`src/design/wpst_pkg.sv`:
```
// ----------------------------------------------------------------------------
// wpst_pkg
// Shared types, codes and helper functions of the radio PHY state tracker.
// ----------------------------------------------------------------------------
package wpst_pkg;

   localparam int TimeWidth  = 63;
   localparam int WideWidth  = 64;
   localparam int DurWidth   = 32;
   localparam int OpWidth    = 4;
   localparam int StateWidth = 3;
   localparam int MaxRecords = 3;
   localparam int CountWidth = $clog2(MaxRecords + 1);

   typedef enum logic [OpWidth-1:0] {
      OP_QUERY       = 4'd0,
      OP_TX_START    = 4'd1,
      OP_SYNC_START  = 4'd2,
      OP_SYNC_EXTEND = 4'd3,
      OP_SYNC_END    = 4'd4,
      OP_RX_START    = 4'd5,
      OP_RX_OK       = 4'd6,
      OP_RX_ERROR    = 4'd7,
      OP_RX_TO_SYNC  = 4'd8,
      OP_CCA         = 4'd9
   } wpst_op_type;

   typedef enum logic [StateWidth-1:0] {
      ST_IDLE = 3'd0,
      ST_CCA  = 3'd1,
      ST_TX   = 3'd2,
      ST_RX   = 3'd3,
      ST_SYNC = 3'd4
   } wpst_phy_type;

   typedef struct packed {
      logic [OpWidth-1:0]   opcode;
      logic [TimeWidth-1:0] now_time;
      logic [DurWidth-1:0]  duration;
   } wpst_item_type;

   typedef struct packed {
      logic [WideWidth-1:0] tx_end;
      logic [WideWidth-1:0] sync_end;
      logic [WideWidth-1:0] sync_start;
      logic [WideWidth-1:0] rx_end;
      logic [WideWidth-1:0] rx_start;
      logic [WideWidth-1:0] cca_end;
      logic [WideWidth-1:0] cca_start;
      logic [WideWidth-1:0] last_change;
      logic [WideWidth-1:0] last_log;
      logic                 syncing;
      logic                 receiving;
   } wpst_state_type;

   typedef struct packed {
      logic [TimeWidth-1:0] log_begin;
      logic [TimeWidth-1:0] log_length;
      wpst_phy_type         log_state;
   } wpst_rec_type;

   typedef struct packed {
      wpst_rec_type [MaxRecords-1:0] rec;
      logic [CountWidth-1:0]         count;
      wpst_phy_type                  current_state;
      logic [TimeWidth-1:0]          idle_delay;
      logic [TimeWidth-1:0]          state_age;
      logic                          illegal;
   } wpst_result_type;

   function automatic logic [WideWidth-1:0] max64(input logic [WideWidth-1:0] a,
                                                  input logic [WideWidth-1:0] b);
      return (a > b) ? a : b;
   endfunction

   function automatic logic [TimeWidth-1:0] sat63(input logic [WideWidth-1:0] x);
      return x[WideWidth-1] ? {TimeWidth{1'b1}} : x[TimeWidth-1:0];
   endfunction

   function automatic wpst_phy_type state_of(input logic [WideWidth-1:0] tx_end,
                                             input logic [WideWidth-1:0] cca_end,
                                             input logic                 syncing,
                                             input logic                 receiving,
                                             input logic [WideWidth-1:0] now);
      wpst_phy_type s;
      if (tx_end > now) s = ST_TX;
      else if (syncing) s = ST_SYNC;
      else if (receiving) s = ST_RX;
      else if (cca_end > now) s = ST_CCA;
      else s = ST_IDLE;
      return s;
   endfunction

endpackage

```
`src/design/wpst_core.sv`:
```
// ----------------------------------------------------------------------------
// wpst_core
// Event evaluation: next tracker state and up to three interval records.
// ----------------------------------------------------------------------------
module wpst_core
   import wpst_pkg::*;
(
   input  wpst_item_type   item,
   input  wpst_state_type  st,
   output wpst_state_type  nx,
   output wpst_result_type res
);

   logic [WideWidth-1:0] now;
   logic [WideWidth-1:0] now_dur;
   logic [WideWidth-1:0] idle_from;
   logic [WideWidth-1:0] cca_began;
   logic                 cca_tail;
   wpst_phy_type         s_old;
   wpst_phy_type         s_norx;
   wpst_phy_type         cs;
   logic                 bad;
   logic                 lead_idle;
   logic                 lead_cca;
   logic                 lead_sync;
   logic                 lead_rx;
   logic                 tx_log;

   logic                 a_en;
   logic [WideWidth-1:0] a_start;
   logic                 a_fire;
   logic                 b_fire;
   logic                 c_fire;
   logic [WideWidth-1:0] a_end;
   wpst_phy_type         a_state;
   logic [WideWidth-1:0] a_begin;
   logic [WideWidth-1:0] b_begin;
   logic [WideWidth-1:0] c_begin;
   logic [WideWidth-1:0] ll_a;
   logic [WideWidth-1:0] ll_b;
   logic [WideWidth-1:0] ll_c;
   wpst_rec_type [MaxRecords-1:0] cand;
   logic [MaxRecords-1:0]         cand_fire;
   logic [WideWidth-1:0]          end_time;

   assign now       = {1'b0, item.now_time};
   assign now_dur   = now + {{(WideWidth-DurWidth){1'b0}}, item.duration};
   assign idle_from = max64(max64(st.cca_end, st.sync_end), st.tx_end);
   assign cca_began = max64(max64(st.sync_end, st.tx_end), st.cca_start);
   assign cca_tail  = (st.cca_end > st.sync_end) && (st.cca_end > st.tx_end);
   assign s_old     = state_of(st.tx_end, st.cca_end, st.syncing, st.receiving, now);
   assign s_norx    = state_of(st.tx_end, st.cca_end, st.syncing, 1'b0, now);

   // event decode and state update
   always_comb begin
      nx        = st;
      bad       = 1'b0;
      lead_idle = 1'b0;
      lead_cca  = 1'b0;
      lead_sync = 1'b0;
      lead_rx   = 1'b0;
      tx_log    = 1'b0;
      case (wpst_op_type'(item.opcode))
         OP_QUERY: begin
         end
         OP_TX_START: begin
            case (s_old)
               ST_SYNC: begin
                  lead_sync   = 1'b1;
                  nx.syncing  = 1'b0;
                  nx.sync_end = now;
               end
               ST_RX: begin
                  lead_rx      = 1'b1;
                  nx.receiving = 1'b0;
               end
               ST_CCA:  lead_cca  = 1'b1;
               ST_IDLE: lead_idle = 1'b1;
               default: bad       = 1'b1;
            endcase
            if (!bad) begin
               tx_log         = 1'b1;
               nx.last_change = now;
               nx.tx_end      = now_dur;
            end
         end
         OP_SYNC_START, OP_RX_TO_SYNC: begin
            if (wpst_op_type'(item.opcode) == OP_SYNC_START) begin
               lead_idle = (s_old == ST_IDLE);
               lead_cca  = (s_old == ST_CCA);
            end else begin
               lead_idle = (s_norx == ST_IDLE);
               lead_cca  = (s_norx == ST_CCA);
            end
            if (lead_idle || lead_cca) begin
               nx.sync_start  = now;
               nx.last_change = now;
               nx.syncing     = 1'b1;
               nx.sync_end    = now_dur;
               nx.receiving   = (wpst_op_type'(item.opcode) == OP_SYNC_START) ?
                                st.receiving : 1'b0;
            end else begin
               bad = 1'b1;
            end
         end
         OP_SYNC_EXTEND: begin
            if (s_old == ST_SYNC) nx.sync_end = now_dur;
            else bad = 1'b1;
         end
         OP_SYNC_END: begin
            if (s_old == ST_SYNC) begin
               lead_sync      = 1'b1;
               nx.last_change = now;
               nx.syncing     = 1'b0;
            end
         end
         OP_RX_START: begin
            lead_idle = (s_old == ST_IDLE);
            lead_cca  = (s_old == ST_CCA);
            if (lead_idle || lead_cca) begin
               nx.last_change = now;
               nx.receiving   = 1'b1;
               nx.rx_start    = now;
               nx.rx_end      = now_dur;
            end else begin
               bad = 1'b1;
            end
         end
         OP_RX_OK, OP_RX_ERROR: begin
            if (s_old == ST_RX) begin
               lead_rx      = 1'b1;
               nx.receiving = 1'b0;
            end else begin
               bad = 1'b1;
            end
         end
         OP_CCA: begin
            lead_idle    = (s_old == ST_IDLE);
            nx.cca_start = now;
            nx.cca_end   = max64(st.cca_end, now_dur);
         end
         default: bad = 1'b1;
      endcase

      // first interval: cca tail, cca, sync or rx
      a_en    = 1'b0;
      a_start = cca_began;
      a_end   = now;
      a_state = ST_CCA;
      if (lead_idle) begin
         a_en  = cca_tail;
         a_end = idle_from;
      end else if (lead_cca) begin
         a_en = 1'b1;
      end else if (lead_sync) begin
         a_en    = 1'b1;
         a_start = st.sync_start;
         a_state = ST_SYNC;
      end else if (lead_rx) begin
         a_en    = 1'b1;
         a_start = st.rx_start;
         a_state = ST_RX;
      end

      // interval chain, each begin raised to the last logged time
      a_begin = max64(a_start, st.last_log);
      a_fire  = a_en && (a_end > a_begin);
      ll_a    = a_fire ? a_end : st.last_log;
      b_begin = max64(idle_from, ll_a);
      b_fire  = lead_idle && (now > b_begin);
      ll_b    = b_fire ? now : ll_a;
      c_begin = max64(now, ll_b);
      c_fire  = tx_log && (now_dur > c_begin);
      ll_c    = c_fire ? now_dur : ll_b;
      nx.last_log = ll_c;
   end

   assign cand[0]   = '{log_begin: sat63(a_begin), log_length: sat63(a_end - a_begin),
                        log_state: a_state};
   assign cand[1]   = '{log_begin: sat63(b_begin), log_length: sat63(now - b_begin),
                        log_state: ST_IDLE};
   assign cand[2]   = '{log_begin: sat63(c_begin), log_length: sat63(now_dur - c_begin),
                        log_state: ST_TX};
   assign cand_fire = {c_fire, b_fire, a_fire};

   assign cs = state_of(nx.tx_end, nx.cca_end, nx.syncing, nx.receiving, now);

   always_comb begin
      case (cs)
         ST_SYNC: end_time = nx.sync_end;
         ST_RX:   end_time = nx.rx_end;
         ST_TX:   end_time = nx.tx_end;
         ST_CCA:  end_time = nx.cca_end;
         default: end_time = '0;
      endcase
   end

   // pack fired records to the front
   always_comb begin
      res.rec   = '0;
      res.count = '0;
      for (int k = 0; k < MaxRecords; k++) begin
         if (cand_fire[k]) begin
            res.rec[res.count] = cand[k];
            res.count = res.count + 1'b1;
         end
      end
      res.current_state = cs;
      res.idle_delay    = (cs != ST_IDLE && end_time > now) ? sat63(end_time - now) : '0;
      res.state_age     = (now > nx.last_change) ? sat63(now - nx.last_change) : '0;
      res.illegal       = bad;
   end

endmodule

```
`config.mk`:
```
export PLATFORM = sky130hd
export DESIGN_NAME = wpst_core
export DESIGN_NICKNAME = d
export VERILOG_FILES = /design/src/design/wpst_pkg.sv /design/src/design/wpst_core.sv
export SDC_FILE = /design/constraint.sdc
export NUM_CORES = 2
export LEC_CHECK = 0
export BUFFER_PORTS_ARGS = -buffer_cell sky130_fd_sc_hd__buf_2
export CORE_AREA = 2 2 696 698
export DETAILED_ROUTE_END_ITERATION = 8
export DIE_AREA = 0 0 698 700
export PLACE_DENSITY_LB_ADDON = 0.05
export REMOVE_ABC_BUFFERS = 1
export SYNTH_ARGS = -nofsm -noshare
export SYNTH_HDL_FRONTEND = slang
export SYNTH_SLANG_ARGS = --single-unit
```
`constraint.sdc`:
```
create_clock -name vclk -period 103.9
set_input_delay 20.78 -clock vclk [all_inputs]
set_output_delay 20.78 -clock vclk [all_outputs]
set_load 0.05 [all_outputs]
```
==> summary.txt <==
Critical path
  • Worst-path fanout max: 132
  • CP Capture Type: primary output
  • Worst path max stage delay: 0.99 ns
  • CP top delay family: compound AO/OA/AOI/OAI gates
  • Worst Setup Start Kind: primary input
  • Critical Path RT: 83.12 ns
  • Worst path bufs/invs: 27
  • Slowest cell on the critical path: nor4_1
  • Crit path top cell by count: buf_4
  • Worst EP arrival: 61.36 ns
  • Crit Path Category: in -> out

Synthesis
  • Main area contributors after synthesis: ha_1 (24%), a21oi_1 (9.7%), o21ai_0 (8.0%)
  • Synthesis warning total: 0
  • Cells after synthesis: 9696
  • Post-synth top area share: 0.240
  • Syn_area_per_cell: 6.37 um^2
  • Area of the mapped netlist: 61800 um^2
  • Seq/Total Area, Yosys: 0
  • Post-synth top area cell: ha_1
  • Synth unique cells: 91

Layout
  • Sequential cell count: 0
  • Number of clock buffers in the layout: 0
  • Register Area: 0 um^2
  • Commonest non-fill, non-tap cell in the layout: buf_2
  • Most frequent cells in the layout: buf_2 (1770), a21oi_1 (1198), ha_1 (1184)
  • Final #Nets: 13300
  • Area Overhead vs Synth: 32.0%
  • Fraction of layout cells with a size suffix above 1: 0.221

Floorplan
  • Core area: 481000 um^2
  • Io pins: 1774
  • Die span in y: 700 um
  • Initial core utilization: 0.128
  • Core Rows: 255
  • Die width: 698 um
  • Die area: 489000 um^2

GRT
  • Largest net degree at the start of global routing: 133
  • Gr usage total: 0.310
  • Remaining global-route overflow: 0
  • Vias in the first global route: 87200
  • Initial antenna violation count: 358
  • First-pass GRT wire length: 987000 um

Drt
  • Via/cell ratio: 4.90
  • Avg WL per Cell: 44.1 um
  • Number of DRC markers in iteration 0: 8107
  • Vias: 88700
  • Drt pass-1 iters: 7
  • Detail Route Antenna Nets: 0
  • Final wirelength: 799000 um
  • Post-route DRC: 0

Clock tree
  • Setup Buffers After CTS: 0
  • Cts hold-fix bufs: 0
  • PostCTS Resize Cnt: 0

Timing
  • Worst slew margin: 0.0353
  • Fin. Hold Viols: 0
  • Setup repair after global routing missed its margin: no
  • Max-slew violation count: 0
  • Final worst path period share: 0.791
  • Clock period minus final worst setup slack: 82.14 ns
  • Setup TNS: 0 ns
  • Max Fclk: 0.0122 GHz
  • Worst-Margin Slew: 1.41 ns
  • Final setup viols: 0

Placement
  • Final Wtd Congestion: 0.985
  • Placed wire-length estimate: 710000 um
  • PortBufs: 1770

Job
  • Max_cap viols: 0

Min path
  • HP Class: in -> out

Run status
  • Status: finished, final reports clean
-- through the flow --
step | util | std cells | hold slack (ns) | worst slack, ns | area (um^2)
after floorplan | - | 9152 | 41.82 | 12.95 | 59700
after global placement | 0.168 | 17800 | 41.98 | 22.33 | 80900
after detailed placement | 0.168 | 17800 | 41.98 | 22.21 | 80900
after CTS | 0.168 | 17800 | 41.98 | 22.15 | 80900
after global routing | 0.169 | 18000 | 42.01 | 20.00 | 81300
final | 0.169 | 18100 | 41.98 | 21.76 | 81500
-- cells by family after synthesis --
logic type                 after synthesis  synth area share
and+or+nand+nor                       2857             0.214
muxes                                  293            0.0499
buffers and inverters                 1350            0.0836
other                                    1         0.0000607
adders and majority gates             1190             0.242
xor gates and xnor gates               353            0.0500
AOI/OAI and AO/OA                     3652             0.361
-- synth_stat cells (all sizes together) (85+ instances only) --
library cell,count
o21ai,1003
xor2,115
a21o,363
o221ai,154
nor2,821
nor3,165
o21a,108
nor2b,134
xnor2,238
inv,797
a21oi,1203
ha,1184
nand2,943
mux2,120
o22ai,142
buf,85
nand3,169
nand2b,132
clkbuf,462
nand4,235
mux2i,173
a31oi,106
-- area by class of cell --
| cell class | count | area (um^2) |
|---|---|---|
| Fill cell | 56500 | 400000 |
| Multi-Input combinational cell | 8349 | 57200 |
| Timing Repair Buffer | 2265 | 12600 |
| Tap cell | 6425 | 8040 |
| Inverter | 803 | 3020 |
| Antenna cell | 259 | 648 |
-- path summary, 6_finish.rpt --
check                    from        to  cells after the start
worst max-delay path  st[563]  res[135]                    138
worst min-delay path  st[286]   nx[286]                      4
-- layer usage --
| metal | wire, um | global-route usage |
|---|---|---|
| met2 | 402000 | 0.566 |
| met3 | 37200 | 0.0353 |
| met1 | 296000 | 0.337 |
| met4 | 62600 | 0.210 |
| met5 | 280 | 0 |
